`src/rtl/sha_pkg.sv`:
```
// ----------------------------------------------------------------------------
// sha_pkg: shared types and constants for the sha-256 stream hasher
// round constants, initial hash values, controller to datapath command and
// status structs
// ----------------------------------------------------------------------------
package sha_pkg;

  localparam int unsigned NumWords = 8;
  localparam int unsigned NumRounds = 64;
  localparam int unsigned BlockWords = 16;

  typedef logic [31:0] word_t;

  typedef enum logic [1:0] {
    BYTE_DATA,
    BYTE_MARK,
    BYTE_ZERO,
    BYTE_LEN
  } byte_sel_e;

  typedef struct packed {
    logic      load_byte;
    byte_sel_e byte_sel;
    logic      cnt_inc;
    logic      init_work;
    logic      round_en;
    logic [5:0] round_idx;
    logic      add_hash;
    logic      new_msg;
    logic [2:0] out_idx;
  } sha_cmd_t;

  typedef struct packed {
    logic pos_last;
    logic pos_ge56;
  } sha_status_t;

  localparam logic [7:0] PadMark = 8'h80;

  function automatic word_t round_const(input logic [5:0] idx);
    word_t k;
    unique case (idx)
      6'd0: k = 32'h428a2f98;  6'd1: k = 32'h71374491;
      6'd2: k = 32'hb5c0fbcf;  6'd3: k = 32'he9b5dba5;
      6'd4: k = 32'h3956c25b;  6'd5: k = 32'h59f111f1;
      6'd6: k = 32'h923f82a4;  6'd7: k = 32'hab1c5ed5;
      6'd8: k = 32'hd807aa98;  6'd9: k = 32'h12835b01;
      6'd10: k = 32'h243185be; 6'd11: k = 32'h550c7dc3;
      6'd12: k = 32'h72be5d74; 6'd13: k = 32'h80deb1fe;
      6'd14: k = 32'h9bdc06a7; 6'd15: k = 32'hc19bf174;
      6'd16: k = 32'he49b69c1; 6'd17: k = 32'hefbe4786;
      6'd18: k = 32'h0fc19dc6; 6'd19: k = 32'h240ca1cc;
      6'd20: k = 32'h2de92c6f; 6'd21: k = 32'h4a7484aa;
      6'd22: k = 32'h5cb0a9dc; 6'd23: k = 32'h76f988da;
      6'd24: k = 32'h983e5152; 6'd25: k = 32'ha831c66d;
      6'd26: k = 32'hb00327c8; 6'd27: k = 32'hbf597fc7;
      6'd28: k = 32'hc6e00bf3; 6'd29: k = 32'hd5a79147;
      6'd30: k = 32'h06ca6351; 6'd31: k = 32'h14292967;
      6'd32: k = 32'h27b70a85; 6'd33: k = 32'h2e1b2138;
      6'd34: k = 32'h4d2c6dfc; 6'd35: k = 32'h53380d13;
      6'd36: k = 32'h650a7354; 6'd37: k = 32'h766a0abb;
      6'd38: k = 32'h81c2c92e; 6'd39: k = 32'h92722c85;
      6'd40: k = 32'ha2bfe8a1; 6'd41: k = 32'ha81a664b;
      6'd42: k = 32'hc24b8b70; 6'd43: k = 32'hc76c51a3;
      6'd44: k = 32'hd192e819; 6'd45: k = 32'hd6990624;
      6'd46: k = 32'hf40e3585; 6'd47: k = 32'h106aa070;
      6'd48: k = 32'h19a4c116; 6'd49: k = 32'h1e376c08;
      6'd50: k = 32'h2748774c; 6'd51: k = 32'h34b0bcb5;
      6'd52: k = 32'h391c0cb3; 6'd53: k = 32'h4ed8aa4a;
      6'd54: k = 32'h5b9cca4f; 6'd55: k = 32'h682e6ff3;
      6'd56: k = 32'h748f82ee; 6'd57: k = 32'h78a5636f;
      6'd58: k = 32'h84c87814; 6'd59: k = 32'h8cc70208;
      6'd60: k = 32'h90befffa; 6'd61: k = 32'ha4506ceb;
      6'd62: k = 32'hbef9a3f7; 6'd63: k = 32'hc67178f2;
      default: k = '0;
    endcase
    return k;
  endfunction

  function automatic word_t init_hash(input logic [2:0] idx);
    word_t h;
    unique case (idx)
      3'd0: h = 32'h6a09e667;
      3'd1: h = 32'hbb67ae85;
      3'd2: h = 32'h3c6ef372;
      3'd3: h = 32'ha54ff53a;
      3'd4: h = 32'h510e527f;
      3'd5: h = 32'h9b05688c;
      3'd6: h = 32'h1f83d9ab;
      3'd7: h = 32'h5be0cd19;
      default: h = '0;
    endcase
    return h;
  endfunction

endpackage

```
`src/rtl/sha_dp.sv`:
```
// ----------------------------------------------------------------------------
// sha_dp: sha-256 datapath
// block shift line, byte and length counters, round logic, chaining words
// ----------------------------------------------------------------------------
module sha_dp (
  input  logic                  clk_i,
  input  logic                  rst_ni,
  input  sha_pkg::sha_cmd_t     cmd_i,
  input  logic [7:0]            data_byte_i,
  output sha_pkg::sha_status_t  status_o,
  output sha_pkg::word_t        digest_word_o
);
  import sha_pkg::*;

  word_t       msg_q [BlockWords];
  word_t       msg_d [BlockWords];
  word_t       wk_q  [NumWords];
  word_t       wk_d  [NumWords];
  word_t       h_q   [NumWords];
  word_t       h_d   [NumWords];
  logic [63:0] cnt_q, cnt_d;
  logic [5:0]  pos_q, pos_d;

  logic [63:0] len_bits;
  logic [5:0]  len_base;
  logic [7:0]  in_byte;
  word_t       w_new, s0, s1, t1, t2, ep1, ep0, ch, maj, a, e;

  assign len_bits = {cnt_q[60:0], 3'b000};
  assign len_base = {~pos_q[2:0], 3'b000};

  always_comb begin
    case (cmd_i.byte_sel)
      BYTE_DATA: in_byte = data_byte_i;
      BYTE_MARK: in_byte = PadMark;
      BYTE_LEN:  in_byte = len_bits[len_base +: 8];
      default:   in_byte = 8'h00;
    endcase
  end

  // message schedule expansion and round function
  assign s0  = {msg_q[1][6:0], msg_q[1][31:7]} ^ {msg_q[1][17:0], msg_q[1][31:18]}
             ^ (msg_q[1] >> 3);
  assign s1  = {msg_q[14][16:0], msg_q[14][31:17]} ^ {msg_q[14][18:0], msg_q[14][31:19]}
             ^ (msg_q[14] >> 10);
  assign w_new = s1 + msg_q[9] + s0 + msg_q[0];

  assign a   = wk_q[0];
  assign e   = wk_q[4];
  assign ep1 = {e[5:0], e[31:6]} ^ {e[10:0], e[31:11]} ^ {e[24:0], e[31:25]};
  assign ep0 = {a[1:0], a[31:2]} ^ {a[12:0], a[31:13]} ^ {a[21:0], a[31:22]};
  assign ch  = (e & wk_q[5]) ^ (~e & wk_q[6]);
  assign maj = (a & wk_q[1]) ^ (a & wk_q[2]) ^ (wk_q[1] & wk_q[2]);
  assign t1  = wk_q[7] + ep1 + ch + round_const(cmd_i.round_idx) + msg_q[0];
  assign t2  = ep0 + maj;

  always_comb begin
    msg_d = msg_q;
    wk_d  = wk_q;
    h_d   = h_q;
    cnt_d = cnt_q;
    pos_d = pos_q;
    if (cmd_i.load_byte) begin
      for (int i = 0; i < BlockWords - 1; i++) begin
        msg_d[i] = {msg_q[i][23:0], msg_q[i+1][31:24]};
      end
      msg_d[BlockWords-1] = {msg_q[BlockWords-1][23:0], in_byte};
      pos_d = pos_q + 6'd1;
    end
    if (cmd_i.cnt_inc) begin
      cnt_d = cnt_q + 64'd1;
    end
    if (cmd_i.init_work) begin
      wk_d = h_q;
    end
    if (cmd_i.round_en) begin
      for (int i = 0; i < BlockWords - 1; i++) begin
        msg_d[i] = msg_q[i+1];
      end
      msg_d[BlockWords-1] = w_new;
      wk_d[7] = wk_q[6];
      wk_d[6] = wk_q[5];
      wk_d[5] = wk_q[4];
      wk_d[4] = wk_q[3] + t1;
      wk_d[3] = wk_q[2];
      wk_d[2] = wk_q[1];
      wk_d[1] = wk_q[0];
      wk_d[0] = t1 + t2;
    end
    if (cmd_i.add_hash) begin
      for (int i = 0; i < NumWords; i++) begin
        h_d[i] = h_q[i] + wk_q[i];
      end
    end
    if (cmd_i.new_msg) begin
      for (int i = 0; i < NumWords; i++) begin
        h_d[i] = init_hash(3'(i));
      end
      cnt_d = '0;
      pos_d = '0;
    end
  end

  always_ff @(posedge clk_i or negedge rst_ni) begin
    if (!rst_ni) begin
      for (int i = 0; i < NumWords; i++) begin
        h_q[i] <= init_hash(3'(i));
      end
      cnt_q <= '0;
      pos_q <= '0;
    end else begin
      h_q   <= h_d;
      cnt_q <= cnt_d;
      pos_q <= pos_d;
    end
  end

  always_ff @(posedge clk_i) begin
    msg_q <= msg_d;
    wk_q  <= wk_d;
  end

  assign status_o.pos_last = (pos_q == 6'd63);
  assign status_o.pos_ge56 = (pos_q[5:3] == 3'b111);
  assign digest_word_o     = h_q[cmd_i.out_idx];

endmodule

```
`src/rtl/sha_ctrl.sv`:
```
// ----------------------------------------------------------------------------
// sha_ctrl: sha-256 controller
// sequences byte intake, padding, compression rounds and digest output
// ----------------------------------------------------------------------------
module sha_ctrl (
  input  logic                  clk_i,
  input  logic                  rst_ni,
  input  logic                  in_valid_i,
  output logic                  in_ready_o,
  input  logic                  byte_valid_i,
  input  logic                  end_of_message_i,
  output logic                  out_valid_o,
  input  logic                  out_ready_i,
  input  sha_pkg::sha_status_t  status_i,
  output sha_pkg::sha_cmd_t     cmd_o
);
  import sha_pkg::*;

  localparam logic [2:0] S_IDLE  = 3'd0;
  localparam logic [2:0] S_PAD   = 3'd1;
  localparam logic [2:0] S_INIT  = 3'd2;
  localparam logic [2:0] S_ROUND = 3'd3;
  localparam logic [2:0] S_ADD   = 3'd4;
  localparam logic [2:0] S_OUT   = 3'd5;

  logic [2:0] state_q, state_d;
  logic       fin_q, fin_d;     // message is being finished
  logic       mark_q, mark_d;   // 0x80 marker already placed
  logic       lenh_q, lenh_d;   // length goes into the current block
  logic       lend_q, lend_d;   // length written, block is the last one
  logic [5:0] round_q, round_d;
  logic [2:0] widx_q, widx_d;

  always_comb begin
    state_d = state_q;
    fin_d   = fin_q;
    mark_d  = mark_q;
    lenh_d  = lenh_q;
    lend_d  = lend_q;
    round_d = round_q;
    widx_d  = widx_q;
    cmd_o   = '0;
    cmd_o.byte_sel  = BYTE_ZERO;
    cmd_o.round_idx = round_q;
    cmd_o.out_idx   = widx_q;
    in_ready_o  = 1'b0;
    out_valid_o = 1'b0;
    unique case (state_q)
      S_IDLE: begin
        in_ready_o = 1'b1;
        if (in_valid_i) begin
          if (byte_valid_i) begin
            cmd_o.load_byte = 1'b1;
            cmd_o.byte_sel  = BYTE_DATA;
            cmd_o.cnt_inc   = 1'b1;
          end
          if (byte_valid_i && status_i.pos_last) begin
            fin_d   = end_of_message_i;
            state_d = S_INIT;
          end else if (end_of_message_i) begin
            fin_d   = 1'b1;
            state_d = S_PAD;
          end
        end
      end
      S_PAD: begin
        cmd_o.load_byte = 1'b1;
        if (!mark_q) begin
          cmd_o.byte_sel = BYTE_MARK;
          mark_d = 1'b1;
          lenh_d = !status_i.pos_ge56;
        end else if (lenh_q && status_i.pos_ge56) begin
          cmd_o.byte_sel = BYTE_LEN;
        end
        if (status_i.pos_last) begin
          lend_d  = mark_q && lenh_q;
          state_d = S_INIT;
        end
      end
      S_INIT: begin
        cmd_o.init_work = 1'b1;
        round_d = '0;
        state_d = S_ROUND;
      end
      S_ROUND: begin
        cmd_o.round_en = 1'b1;
        round_d = round_q + 6'd1;
        if (round_q == 6'(NumRounds - 1)) begin
          state_d = S_ADD;
        end
      end
      S_ADD: begin
        cmd_o.add_hash = 1'b1;
        if (!fin_q) begin
          state_d = S_IDLE;
        end else if (lend_q) begin
          widx_d  = '0;
          state_d = S_OUT;
        end else begin
          lenh_d  = 1'b1;
          state_d = S_PAD;
        end
      end
      S_OUT: begin
        out_valid_o = 1'b1;
        if (out_ready_i) begin
          widx_d = widx_q + 3'd1;
          if (widx_q == 3'd7) begin
            cmd_o.new_msg = 1'b1;
            fin_d   = 1'b0;
            mark_d  = 1'b0;
            lenh_d  = 1'b0;
            lend_d  = 1'b0;
            state_d = S_IDLE;
          end
        end
      end
      default: state_d = S_IDLE;
    endcase
  end

  always_ff @(posedge clk_i or negedge rst_ni) begin
    if (!rst_ni) begin
      state_q <= S_IDLE;
      fin_q   <= 1'b0;
      mark_q  <= 1'b0;
      lenh_q  <= 1'b0;
      lend_q  <= 1'b0;
      round_q <= '0;
      widx_q  <= '0;
    end else begin
      state_q <= state_d;
      fin_q   <= fin_d;
      mark_q  <= mark_d;
      lenh_q  <= lenh_d;
      lend_q  <= lend_d;
      round_q <= round_d;
      widx_q  <= widx_d;
    end
  end

endmodule

```
`src/rtl/sha256_stream_hasher.sv`:
```
// ----------------------------------------------------------------------------
// sha256_stream_hasher: byte-stream sha-256 hasher
// gathers message bytes into 64-byte blocks, compresses each block in 64
// rounds, pads on end of message and returns the digest as eight words
// ----------------------------------------------------------------------------
//
//   channel | direction | payload
//   --------+-----------+---------------------------------------------------
//   in      | sink      | data_byte_i, byte_valid_i, end_of_message_i
//   out     | source    | digest_word_o, word_index_o, last_word_o
//
// a byte beat is taken while the controller is idle; the beat that fills a block
// starts compression (load, 64 rounds on one shared round unit, chaining add)
// end of message pads one byte per cycle until the block is full, then
// compresses; a long tail costs a second padded block
// the digest words are held steady in the chaining registers until taken
// reset loads the initial hash values and clears the length count
//
module sha256_stream_hasher (
  input  logic        clk_i,
  input  logic        rst_ni,
  input  logic        in_valid_i,
  output logic        in_ready_o,
  input  logic [7:0]  data_byte_i,
  input  logic        byte_valid_i,
  input  logic        end_of_message_i,
  output logic        out_valid_o,
  input  logic        out_ready_i,
  output logic [31:0] digest_word_o,
  output logic [2:0]  word_index_o,
  output logic        last_word_o
);
  import sha_pkg::*;

  sha_cmd_t    cmd;
  sha_status_t status;

  // controller: intake, padding sequence, round count, output index
  sha_ctrl u_ctrl (
    .clk_i            (clk_i),
    .rst_ni           (rst_ni),
    .in_valid_i       (in_valid_i),
    .in_ready_o       (in_ready_o),
    .byte_valid_i     (byte_valid_i),
    .end_of_message_i (end_of_message_i),
    .out_valid_o      (out_valid_o),
    .out_ready_i      (out_ready_i),
    .status_i         (status),
    .cmd_o            (cmd)
  );

  // datapath: block shift line, counters, round unit, chaining words
  sha_dp u_dp (
    .clk_i         (clk_i),
    .rst_ni        (rst_ni),
    .cmd_i         (cmd),
    .data_byte_i   (data_byte_i),
    .status_o      (status),
    .digest_word_o (digest_word_o)
  );

  // word index comes straight from the output counter
  assign word_index_o = cmd.out_idx;
  assign last_word_o  = (cmd.out_idx == 3'd7);

endmodule
```
`config.mk`:
```
export PLATFORM = sky130hd
export DESIGN_NAME = sha256_stream_hasher
export DESIGN_NICKNAME = d
export VERILOG_FILES = /design/src/rtl/sha_pkg.sv /design/src/rtl/sha_dp.sv /design/src/rtl/sha_ctrl.sv /design/src/rtl/sha256_stream_hasher.sv
export SDC_FILE = /design/constraint.sdc
export NUM_CORES = 2
export LEC_CHECK = 0
export BUFFER_PORTS_ARGS = -buffer_cell sky130_fd_sc_hd__buf_2
export CELL_PAD_IN_SITES_DETAIL_PLACEMENT = 2
export CELL_PAD_IN_SITES_GLOBAL_PLACEMENT = 2
export CORE_UTILIZATION = 45
export DETAILED_ROUTE_END_ITERATION = 16
export GPL_ROUTABILITY_DRIVEN = 0
export PLACE_DENSITY = 0.85
export SYNTH_ARGS = -nofsm -noshare
export SYNTH_HDL_FRONTEND = slang
export SYNTH_SLANG_ARGS = --single-unit
```
`constraint.sdc`:
```
create_clock -name clk_i -period 79.4 [get_ports clk_i]
set_input_delay 7.94 -clock clk_i [delete_from_list [all_inputs] [get_ports clk_i]]
set_output_delay 7.94 -clock clk_i [all_outputs]
set_load 0.1 [all_outputs]
```
# --- Word level (Yosys, flattened, before mapping) ---
# Memory sizes are Yosys's and may differ from the RTL's.
# Cells that the tools add are included.
totals:
  elab_cells: 184
  mem_count: 1
  regBits: 1110
  rom_bits: 2048
op_classes:
  eq_ne: 21
  n_mux: 56
  n_addsub: 22
  n_shift: 1
  bitwise_logic: 19
  n_reduce_logical: 22
  order_cmp: 1
memory_table:
  columns: ["name", "words", "word_bits", "read_ports", "rd_ports_with_merged_regs", "write_ports", "line_no", "text"]
  rows:
  - ["(name not given)", 64, 32, 1, 0, 0, "sha_pkg.sv:42", "unique case (idx)"]
op_table:
  columns: ["cell", "count"]
  rows:
  - ["$mux W256", 4]
  - ["$mux W512", 2]
  - ["$add A32 B32 Y32", 18]
  - ["$xor A32 B32 Y32", 9]
  - ["$and A32 B32 Y32", 5]
  - ["$mux W64", 2]
  - ["$bmux W32 S3", 1]
  - ["$add A64 B1 Y64 const B", 1]
  - ["$mux W32", 2]
  - ["$shiftx A64 B7 Y8", 1]
  - ["$mux W3", 12]
  - ["$not A32 Y32", 1]
  - ["$xor A32 B22 Y32", 1]
  - ["$xor A32 B29 Y32", 1]
  - ["$pmux W8 S3", 1]
  - ["$mux W1", 19]
  - ["$pmux W3 S6", 1]
  - ["$reduce_bool A2 Y1", 9]
  - ["$add A6 B1 Y6 const B", 2]
  - ["$eq A3 B3 Y1 const B", 4]
  - ["$eq A6 B6 Y1 const B", 2]
  - ["$mux W6", 2]
  - ["$pmux W3 S2", 2]
  - ["$pmux W6 S2", 1]
  - ["24 further kinds", 39]

# --- Depth between registers and ports, before layout ---
depth:
  ltp_word: 9
  depth_mapped: 41
  mapped_depth_nobuf: 39

# --- Modules after synthesis ---
# A second synthesis with hierarchy kept.
hier_totals:
  hier_cells: 7172
  area_unflattened_um2: 77539.4
modules_own_cells:
  columns: ["mod", "instances", "seq_area_each_um2", "area_each_um2", "cells_per_inst"]
  rows:
  - ["sha_dp", 1, 31315.0, 76488.4, 7053]
  - ["sha_ctrl", 1, 400.4, 1044.8, 118]
  - ["sha256_stream_hasher", 1, 0.0, 6.3, 1]

# --- Least setup slack after synthesis ---
# Ideal clock, no wire load.
synth_timing:
  kind: "register -> register"
  start: "register u_ctrl.state_q[2]"
  end: "register u_dp.msg_q[0] (netlist name) (enable)"
  slack_ns: 41.258
  arrival_ns: 36.045
  setup_time_ns: 2.097
  t_required_ns: 77.303
  path_stages_with_launch: 3
  path_buffers: 1
  cell_sequence: "dfrtp_1 buf_6 o21ai_0"
synth_between:
  elab_chain_len: 3
  word_cells_on_any_way: 6
synth_lines:
  columns: ["element", "line_no", "text"]
  rows:
  - ["start, declared", "sha_ctrl.sv:26", "logic [2:0] state_q, state_d;"]
  - ["start signal, assigned", "sha_ctrl.sv:132", "state_q <= state_d;"]
  - ["$eq A3 B1 Y1 (tied with other cells)", "sha_ctrl.sv:48", "unique case (state_q)"]
  - ["$pmux W3 S2 / $mux W1 (equally long branches)", "sha_ctrl.sv:48", null]
  - ["$reduce_bool A2 Y1 (no line) *", null, null]
  - ["end signal, assigned", "sha_dp.sv:119", "msg_q <= msg_d;"]
  - ["end, declared", "sha_dp.sv:15", "word_t msg_q [BlockWords];"]
# Every way passes the cells marked *; elsewhere a longest branch is shown, timed or not.
# A chain may end at the register's enable or synchronous reset.

# --- Worst setup path in the final report ---
layout_timing:
  start: "register u_ctrl.widx_q[0]"
  end: "output port digest_word_o[15]"
layout_between:
  elab_chain_len: 4
layout_lines:
  columns: ["element", "line_no", "text"]
  rows:
  - ["start, declared", "sha_ctrl.sv:32", "logic [2:0] widx_q, widx_d;"]
  - ["start signal, assigned", "sha_ctrl.sv:138", "widx_q <= widx_d;"]
  - ["$not A3 Y4 (implied by the code)", "sha_dp.sv:125", "assign digest_word_o = h_q[cmd_i.out_idx];"]
  - ["$bmux W32 S3", "sha_dp.sv:125", null]
  - ["$mux W32 (implied by the code) (2 in series)", "sha_dp.sv:125", null]
  - ["end, declared", "sha256_stream_hasher.sv:29", "output logic [31:0] digest_word_o,"]
# Every way passes these cells. The select of a mux whose other input is x is not followed.

==> results.cfg <==
[synth]
netlist_instances = 8213
synth.cell_area_um2 = 75500
synth_seq_area_share = 0.420
syn_nets = 8820
synth_edf_count = 768
synth_most_common_cell = nand2_1
yosysTopAreaCell = edfxtp_1
synthTopCellsByCount = nand2_1 (2400), edfxtp_1 (768), o21ai_0 (508)
async_reset_ff_frac = 0.306
avgSynthCellArea_um2 = 9.19
synth-main-ff-cell = edfxtp_1
netlist_top_cells_area = edfxtp_1 (31%), nand2_1 (12%), dfrtp_1 (6.7%), ha_1 (6.6%), fa_1 (5.2%)
synth.distinct_cells = 92
synth_top_area_share = 0.306
ys_ff_latch = 1107
ys_warn_count = 0

[drt]
wl_met2_um = 156000
wl_per_cell_um = 31.0
num_vias = 65200
ant_nets = 0
wl_um = 320000
dr.first_iter.drc_count = 5508
drc = 0
wl_met1_um = 121000
dr.pass1.iters = 5
via_per_inst = 6.31
highest_layer = met5
routed-wl-met3_um = 18100

[status]
status = finished, final reports clean

[clocking]
ctsHoldBuffers = 0
cts-root-buf = clkbuf_16
clkTransAtPathRegs_ns = 0.06
cts_setup_buffers = 0
ctsResizeCount = 0
clkSinkCount = 1107
clk_latency_ns = 0.82
cts-buffers-inserted = 140
htree_levels = 4
cts_tree = yes
clock_path_buffers = 3

[global_route]
grt_pass1_vias = 71800
grt_max_degree = 219
antenna_found_initial = 10
grt_usage = 0.374
grt_pass1_wl_um = 474000
grt-ovfl-total = 0

[timing]
fmax_mhz = 84.1
drv_slew = 0
final-setup-viol-count = 0
period_share = 0.150
tightestPinTransition_ns = 1.35
fin_tns_setup_ns = 0
fin_skew_ns = 0.0317
slew_headroom = 0.0985
finalHoldViolCount = 0
fin_crit_ns = 11.89
rsz0062_at_grt = false

[finish]
area_growth_pct = 8.79
drive_above_1_share = 0.0797
fin_nets = 8637

[place]
io_buffers = 51
dp_hpwl_um = 222000

[floorplan]
die_w_um = 412
io_pins = 52
fp.dieH_um = 412
die-area_um2 = 169000
core_um2 = 166000
start_util = 0.455
rows = 149

[critical_path]
crit_fanout = 40
crit_type = reg -> out
cp-start-kind = flop
end_kind = output port
cp.required_ns = 71.46
critPathArrivalTime_ns = 3.95

[worst_hold_path]
hold_class = reg -> reg

[flow_run]
max-cap-violations = 0
[registers in the layout (all words and copies together), names as in the netlist, 3 cells and up]
signal	count
u_ctrl.widx_q	3
u_dp.cnt_q	61
u_dp.pos_q	6
u_ctrl.round_q	6
u_ctrl.state_q	3
u_dp.h_q	256
u_dp.msg_q	512
u_dp.wk_q	192
u_dp.e	32
u_dp.a	32
[layer usage]
metal / vias up / GRT usage
met2: 2529 / 0.633
met5: - / 0
met1: 33900 / 0.434
li1: 27900 / -
met4: 10 / 0.258
met3: 951 / 0.0593
[cells in the final DEF, fill, tap and decap left out, types with 46 or more instances in the layout]
cell / Yosys / layout
nand2_1: 2400 / 2398
edfxtp_1: 768 / 768
o21ai_0: 508 / 505
a21oi_1: 487 / 487
xnor2_1: 405 / 405
ha_1: 398 / 398
nor2_1: 356 / 353
inv_1: 298 / 297
xor2_1: 231 / 231
dfrtp_1: 203 / 198
fa_1: 195 / 195
a21o_1: 157 / 157
nand3_1: 145 / 144
clkbuf_16: 0 / 141
dfstp_2: 136 / 136
nor3_1: 100 / 100
mux4_2: 81 / 81
buf_4: 3 / 75
nand2b_1: 71 / 70
a31oi_1: 52 / 52
buf_2: 2 / 50
o21a_1: 46 / 46
[kinds of logic after synthesis]
family	after synthesis	synth area share
flip-flops	1107	0.420
multiplexers	164	0.0358
buffers and inverters	760	0.0381
XOR/XNOR	636	0.0738
AND/OR/NAND/NOR	3346	0.184
adder cells (fa/ha/maj)	619	0.121
AO/OA/AOI/OAI	1581	0.127
[path summary, 6_finish.rpt]
check,from,slack (ns),cells after the start,to
worst max register to register,u_ctrl.round_q[1],67.70,34,u_dp.a[30]
worst max-delay path,u_ctrl.widx_q[0],67.51,4,digest_word_o[15]
max in group asynchronous,rst_ni,70.16,3,u_ctrl.round_q[3]
worst min register to register,u_dp.h_q[63],0.52,1,u_dp.h_q[63]
worst min-delay path,u_dp.h_q[63],0.52,1,u_dp.h_q[63]
min in group asynchronous,rst_ni,7.14,1,u_dp.h_q[252]
[through the flow]
stage	hold slack [ns]	worst slack (ns)	std cells	instance area [um2]	utilization
3_3_place_gp	0.501	67.48	10100	77500	0.468
3_5_place_dp	0.505	67.29	10100	77500	0.468
4_1_cts	0.524	67.10	10300	82100	0.495
2_1_floorplan	0.462	41.26	8213	75500	-
6_report	0.523	67.51	10300	82100	0.495
5_1_grt	0.555	67.34	10300	82100	0.495
[worst max-delay path, stage by stage, from the launching register on]
cell,delay (ns)
dfrtp_4,1.10
buf_4,0.69
mux4_2,0.66
mux2_2,0.33
buf_2,0.30
[final cells by class]
type / count / area [um2]
diodes: 5 / 12.5
clock buffers: 196 / 3890
clock inverters: 64 / 681
fillers: 17400 / 83600
inverters: 302 / 1140
multi-input cells: 6346 / 40900
flip-flops and latches: 1107 / 31700
well taps: 2189 / 2740
repair buffers: 133 / 953
Power is left out: the tool's default activity adds up to more than one toggle a clock period on the data nets, which glitch-free logic cannot reach.
